$ cat src/hw/rtl/mde_pkg.sv
// ----------------------------------------------------------------------------
// mde_pkg
// Types and codes shared by the distance estimator modules.
// ----------------------------------------------------------------------------
package mde_pkg;

    localparam int CFG_IDX_W  = 3;
    localparam int CFG_DATA_W = 32;

    // register indexes
    localparam logic [CFG_IDX_W-1:0] CFG_FOLD_SCALE      = 3'd0;
    localparam logic [CFG_IDX_W-1:0] CFG_MIN_RADIUS_SQ   = 3'd1;
    localparam logic [CFG_IDX_W-1:0] CFG_FIXED_RADIUS_SQ = 3'd2;
    localparam logic [CFG_IDX_W-1:0] CFG_BOX_LIMIT       = 3'd3;
    localparam logic [CFG_IDX_W-1:0] CFG_BAILOUT_SQ      = 3'd4;
    localparam logic [CFG_IDX_W-1:0] CFG_ITERATION_COUNT = 3'd5;

    // multiplier second operand
    localparam logic [1:0] MUL_B_SQ    = 2'd0;
    localparam logic [1:0] MUL_B_F     = 2'd1;
    localparam logic [1:0] MUL_B_SCALE = 2'd2;

    // divider use
    localparam logic DIV_SEL_FOLD = 1'b0;
    localparam logic DIV_SEL_DIST = 1'b1;

    localparam logic [30:0] DIST_MAX = 31'h7FFF_FFFF;

    typedef struct packed {
        logic signed [31:0] pos_x;
        logic signed [31:0] pos_y;
        logic signed [31:0] pos_z;
    } mde_in_t;

    typedef struct packed {
        logic        [30:0] distance;
        logic signed [31:0] trap_x;
        logic signed [31:0] trap_y;
        logic signed [31:0] trap_z;
        logic signed [63:0] trap_w;
    } mde_out_t;

    typedef struct packed {
        logic signed [24:0] fold_scale;
        logic        [23:0] min_radius_sq;
        logic        [23:0] fixed_radius_sq;
        logic        [23:0] box_limit;
        logic        [30:0] bailout_sq;
        logic        [4:0]  iteration_count;
    } mde_cfg_t;

    typedef struct packed {
        logic       load;
        logic       fold;
        logic       acc_clr;
        logic       mul_start;
        logic [1:0] mul_k;
        logic [1:0] mul_b;
        logic       div_start;
        logic       div_sel;
        logic       trap_upd;
        logic       sqrt_start;
        logic       out_load;
    } mde_cmd_t;

    typedef struct packed {
        logic mul_done;
        logic div_done;
        logic sqrt_done;
        logic bail;
        logic w3_zero;
    } mde_sts_t;

endpackage

$ cat src/hw/rtl/mde_ctrl.sv
// ----------------------------------------------------------------------------
// mde_ctrl
// Sequencer: steps each point through its fold iterations, then the root
// and the final division (skipped when w.w is zero), and loads the result.
// ----------------------------------------------------------------------------
module mde_ctrl
    import mde_pkg::*;
#(
    parameter int MAX_ITER = 16
) (
    input  logic     aclk,
    input  logic     aresetn,
    input  logic [4:0] iteration_count,
    input  logic     s_valid,
    output logic     s_ready,
    output logic     m_valid,
    input  logic     m_ready,
    input  mde_sts_t sts,
    output mde_cmd_t cmd
);

    localparam int IW = $clog2(MAX_ITER + 1);
    localparam int CW = (IW > 5) ? IW : 5;

    localparam logic [3:0] S_IDLE  = 4'd0;
    localparam logic [3:0] S_FOLD  = 4'd1;
    localparam logic [3:0] S_SQ1   = 4'd2;
    localparam logic [3:0] S_DIV1  = 4'd3;
    localparam logic [3:0] S_MULF  = 4'd4;
    localparam logic [3:0] S_MULS  = 4'd5;
    localparam logic [3:0] S_TRAP  = 4'd6;
    localparam logic [3:0] S_SQ2   = 4'd7;
    localparam logic [3:0] S_CHECK = 4'd8;
    localparam logic [3:0] S_SQRT  = 4'd9;
    localparam logic [3:0] S_DIV2  = 4'd10;
    localparam logic [3:0] S_OUT   = 4'd11;

    logic [3:0]    state_reg, state_next;
    logic [1:0]    k_reg, k_next;
    logic [CW-1:0] cnt_reg, cnt_next, limit, itv;
    logic          wait_reg, wait_next;
    logic          m_valid_reg, m_valid_next;

    always_comb begin
        itv = CW'(iteration_count);
        if (itv == '0) begin
            limit = CW'(1);
        end else if (itv > CW'(MAX_ITER)) begin
            limit = CW'(MAX_ITER);
        end else begin
            limit = itv;
        end
    end

    always_comb begin
        state_next   = state_reg;
        k_next       = k_reg;
        cnt_next     = cnt_reg;
        wait_next    = wait_reg;
        m_valid_next = m_valid_reg && !m_ready;
        cmd          = '0;
        cmd.mul_k    = k_reg;
        s_ready      = 1'b0;

        unique case (state_reg)
            S_IDLE: begin
                s_ready = 1'b1;
                if (s_valid) begin
                    cmd.load   = 1'b1;
                    cnt_next   = '0;
                    state_next = S_FOLD;
                end
            end
            S_FOLD: begin
                cmd.fold    = 1'b1;
                cmd.acc_clr = 1'b1;
                k_next      = 2'd0;
                state_next  = S_SQ1;
            end
            S_SQ1, S_SQ2, S_MULF, S_MULS: begin
                if (state_reg == S_MULF) begin
                    cmd.mul_b = MUL_B_F;
                end else if (state_reg == S_MULS) begin
                    cmd.mul_b = MUL_B_SCALE;
                end else begin
                    cmd.mul_b = MUL_B_SQ;
                end
                if (!wait_reg) begin
                    cmd.mul_start = 1'b1;
                    wait_next     = 1'b1;
                end else if (sts.mul_done) begin
                    wait_next = 1'b0;
                    k_next    = k_reg + 2'd1;
                    if ((state_reg == S_SQ1) && (k_reg == 2'd2)) begin
                        state_next = S_DIV1;
                    end else if ((state_reg == S_SQ2) && (k_reg == 2'd2)) begin
                        state_next = S_CHECK;
                    end else if ((state_reg == S_MULF) && (k_reg == 2'd3)) begin
                        k_next     = 2'd0;
                        state_next = S_MULS;
                    end else if ((state_reg == S_MULS) && (k_reg == 2'd3)) begin
                        state_next = S_TRAP;
                    end
                end
            end
            S_DIV1: begin
                cmd.div_sel = DIV_SEL_FOLD;
                if (!wait_reg) begin
                    cmd.div_start = 1'b1;
                    wait_next     = 1'b1;
                end else if (sts.div_done) begin
                    wait_next  = 1'b0;
                    k_next     = 2'd0;
                    state_next = S_MULF;
                end
            end
            S_TRAP: begin
                cmd.trap_upd = 1'b1;
                cmd.acc_clr  = 1'b1;
                k_next       = 2'd0;
                state_next   = S_SQ2;
            end
            S_CHECK: begin
                if (sts.bail || (cnt_reg + CW'(1) == limit)) begin
                    state_next = S_SQRT;
                end else begin
                    cnt_next   = cnt_reg + CW'(1);
                    state_next = S_FOLD;
                end
            end
            S_SQRT: begin
                if (!wait_reg) begin
                    cmd.sqrt_start = 1'b1;
                    wait_next      = 1'b1;
                end else if (sts.sqrt_done) begin
                    wait_next  = 1'b0;
                    state_next = S_DIV2;
                end
            end
            S_DIV2: begin
                cmd.div_sel = DIV_SEL_DIST;
                if (!wait_reg) begin
                    // zero derivative: skip the divide, distance saturates
                    if (sts.w3_zero) begin
                        state_next = S_OUT;
                    end else begin
                        cmd.div_start = 1'b1;
                        wait_next     = 1'b1;
                    end
                end else if (sts.div_done) begin
                    wait_next  = 1'b0;
                    state_next = S_OUT;
                end
            end
            S_OUT: begin
                // hold until the output register is free
                if (!m_valid_reg || m_ready) begin
                    cmd.out_load = 1'b1;
                    m_valid_next = 1'b1;
                    state_next   = S_IDLE;
                end
            end
            default: begin
                state_next = S_IDLE;
                wait_next  = 1'b0;
            end
        endcase
    end

    always_ff @(posedge aclk) begin
        if (!aresetn) begin
            state_reg   <= S_IDLE;
            k_reg       <= '0;
            cnt_reg     <= '0;
            wait_reg    <= 1'b0;
            m_valid_reg <= 1'b0;
        end else begin
            state_reg   <= state_next;
            k_reg       <= k_next;
            cnt_reg     <= cnt_next;
            wait_reg    <= wait_next;
            m_valid_reg <= m_valid_next;
        end
    end

    assign m_valid = m_valid_reg;

endmodule

$ cat config.mk
export PLATFORM = sky130hd
export DESIGN_NAME = mde_ctrl
export DESIGN_NICKNAME = d
export VERILOG_FILES = /design/src/hw/rtl/mde_pkg.sv /design/src/hw/rtl/mde_ctrl.sv
export SDC_FILE = /design/constraint.sdc
export NUM_CORES = 1
export LEC_CHECK = 0
export BUFFER_PORTS_ARGS = -buffer_cell sky130_fd_sc_hd__buf_2
export CORE_MARGIN = 2
export CORE_UTILIZATION = 47
export DETAILED_ROUTE_END_ITERATION = 10
export PLACE_DENSITY = 0.75
export SETUP_SLACK_MARGIN = 0.5
export SYNTH_ARGS = -nofsm -noshare
export SYNTH_HDL_FRONTEND = slang
export SYNTH_SLANG_ARGS = --single-unit
$ cat constraint.sdc
create_clock -name aclk -period 2.15 [get_ports aclk]
set_input_delay 0.3225 -clock aclk [delete_from_list [all_inputs] [get_ports aclk]]
set_output_delay 0.3225 -clock aclk [all_outputs]
set_load 0.05 [all_outputs]
==> impl_results.md <==
* Overall global routing resource usage at between 20% and 30%
* Worst min-delay path category: in -> reg
* Status: finished, violations left
* Part of the Yosys area used for sequential elements at between 20 and 25%
* Kind of critical path: reg -> reg
* Fraction of layout cells with a size suffix above 1 at a little over half
* Clock Sinks at 13
* Final Slew Violations at 0
* Yosys reg bits at 13
* Routed vias/inst at approximately 6.3
* CTS root buffer: clkbuf_4
* CTS HTree Levels at 1
* Cell variety after synth at between 40 and 50
* Synth Cell Area at about 1200 sq um
* Int Pwr at around 0.0012 W
* Commonest non-fill, non-tap cell in the layout: buf_4
* DR vias at roughly 1.6k
* Syn_area_per_cell at roughly 7 sq um
* Clock slew at the register clock pins of the worst setup and hold paths at ~0.09 ns
* Crit. End Element: register
* Power Density at around 1200 nW/um^2
* Post-Syn Nets at roughly 180
* N_diodes at 0
* Final HPWL DP at between 2000 and 2500 microns
* Area post-placement at between 1500 and 2000 sq um
* Pwr Total at between 0.002 and 0.0025 W
* Core Util, Final at between 80% and 90%
* Setup slack at placement at -0.01967 ns
* Global-route wire length before repair at 6099 microns
* Io pins at 29
* Pleak at between 0.8 and 0.9 nW
* Slowest cell delay on critical path at about 0.55 ns
* Clock power share at 6.9%
* Die X at around 54 microns
* Filler cell count at about 110
* Area grow syn2layout at 71.31%
* Largest net degree at the start of global routing at 15
* Dominant synthesized flop cell: dfxtp_1
* Reg2reg setup slack at -0.18 ns
* Post-Syn Instances at around 160
* Peak Freq at 0.4299 GHz
* Final wirelength at ~4700 microns
* WP data arrival at approximately 2.5 ns
* Max reg flops at 5
* Worst path slowest cell: or4_4
* Final setup viols at 4
* Peak supply drop at between 0.001 and 0.0015 V
* Switching Share at 47.57%
* Die height at around 54 microns
* Drt wl/cell at 19.08 microns
* CP max FO at 4
* Startpoint Class: register
* Tmin final at 2.326 ns
* Worst-skew pair later-pin latency at just under 0.3 ns
* Slew margin rel. at about three fifths
* Crit path from: state_reg[0]
* Port Buffers at 28
* Starting Density at about half
* CP Cell Sequence: nor2b_1, a21oi_1, nor4_1, or4_4, or3_4, or3_1, a21boi_1
* Worst R2R Start: state_reg[0]
* YS warnings at 0
* Post-route cell area at 1987 sq um
* GRT overflow at 0
* Remaining antenna violation count at 0
* Max_cap viols at 0
* Fraction of registers with async set/reset at 0%
* Worst EP required at 2.36 ns
* Fin crit share at 108.2%
* # DRC at 0
* Final RePlAce weighted congestion at approximately 0.86
* Core area at 2276 sq um
* Die Area at 2881 sq um
* Violated checks: negative setup slack
* Nets@finish at roughly 240
* Combinational share of power at between 70% and 80%
* Hold Path Origin: s_valid
* Post-synth EDFFs at 0
* FP Rows at 17
* TritonCTS buffer count at 3
* CTS tree: yes
* Clock Tree Buf Depth at 2
* Vias in the first global route at roughly 1.4k
* 1st-pass router iterations at 5
* Sequential fraction of design power at roughly 14%
* RSZ-0062 raised after global routing: yes
* Final Hold Viols at 0
* Most frequent cells in the layout: buf_4 (26), buf_2 (16), buf_6 (14)
* First DRT Iteration DRCs at 78
* Worst setup slack after layout at -0.1759 ns
* Switching pwr at roughly 0.0011 W
* Initial antenna violation count at 0
* Worst-margin pin slew at 0.5669 ns
* Clock Skew at roughly 0.004 ns
==> power groups by stage <==
stage	combinational, W	clock (W)	sequential, W
floorplan	0.000891	0	0.000373
global placement	0.00127	0	0.000334
detailed placement	0.00129	0	0.000338
CTS	0.00162	0.000166	0.000342
global route	0.00197	0.000173	0.000349
finish	0.00187	0.000164	0.000343
==> layer usage <==
metal | global-route usage [%] | wire length (microns) | vias up
met5 | 0 | 0 | -
met4 | 13.25 | 314 | 0
met3 | 3.333 | 330 | 34
met2 | 48.37 | 2348 | 111
met1 | 36.92 | 1739 | 722
li1 | - | - | 699
==> layout make-up <==
class / instances / area [sq um] / share of cell area (%)
clock buffer: 4 / 26.28 / 1.322
inverter: 6 / 30.03 / 1.511
multi-input combinational: 133 / 1054 / 53.02
sequential: 13 / 284.0 / 14.29
tap: 28 / 35.03 / 1.763
timing repair buffer: 64 / 558.0 / 28.09
==> cell usage after synthesis, types with 3 or more instances <==
library cell	n	area, sq um
nor2_1	18	67.56
nand2_1	15	56.30
dfxtp_1	13	260.3
nor3_1	11	55.05
o21ai_0	9	45.04
a21oi_1	7	35.03
nand3_1	7	35.03
nor2b_1	7	43.79
clkbuf_1	5	18.77
inv_1	5	18.77
or3_1	5	31.28
mux2i_1	4	40.04
and3_1	3	18.77
ha_1	3	37.54
nand2b_1	3	18.77
nor3b_1	3	22.52
xor2_1	3	26.28
==> path summary, 6_finish.rpt <==
kind | cells past startpoint | end
max reg2reg | 7 | state_reg[0]
min | 4 | cnt_reg[0]
max | 7 | state_reg[0]
min reg2reg | 2 | k_reg[1]
==> worst max-delay path, delay by kind of cell, from the launching register on <==
kind / cells / cell delay [ns]
flip-flops: 1 / 0.37
AO/OA/AOI/OAI: 2 / 0.38
AND/OR/NAND/NOR: 5 / 1.51
==> through the flow <==
stage,std cells,TNS (ns),hold slack [ns]
after CTS,242,0,0.3851
after floorplan,161,-0.04244,0.4910
final,248,-0.4363,0.3865
after detailed placement,229,-0.01967,0.4824
after global placement,229,0,0.4767
after global routing,248,-0.9381,0.4073
==> timing repair <==
| item | in CTS | in global routing |
|---|---|---|
| endpoints found under the setup margin | 22 | 24 |
| buffers inserted | 9 | 6 |
| pin swaps | 11 | 10 |
| resized for setup | 59 | 23 |
| hold buffers | 0 | 0 |
| cloned | 0 | 0 |
| endpoints found under the hold margin | 0 | 0 |
==> logic make-up after synthesis <==
family | Yosys count | share of synthesized area [%]
AOI/OAI and AO/OA | 35 | 20.60
buffers and inverters | 15 | 6.041
and+or+nand+nor | 84 | 38.08
muxes | 5 | 4.423
adders and majority gates | 3 | 3.237
xor gates and xnor gates | 6 | 5.179
DFF | 13 | 22.44
Note: power is estimated with default switching activity, not from simulation.
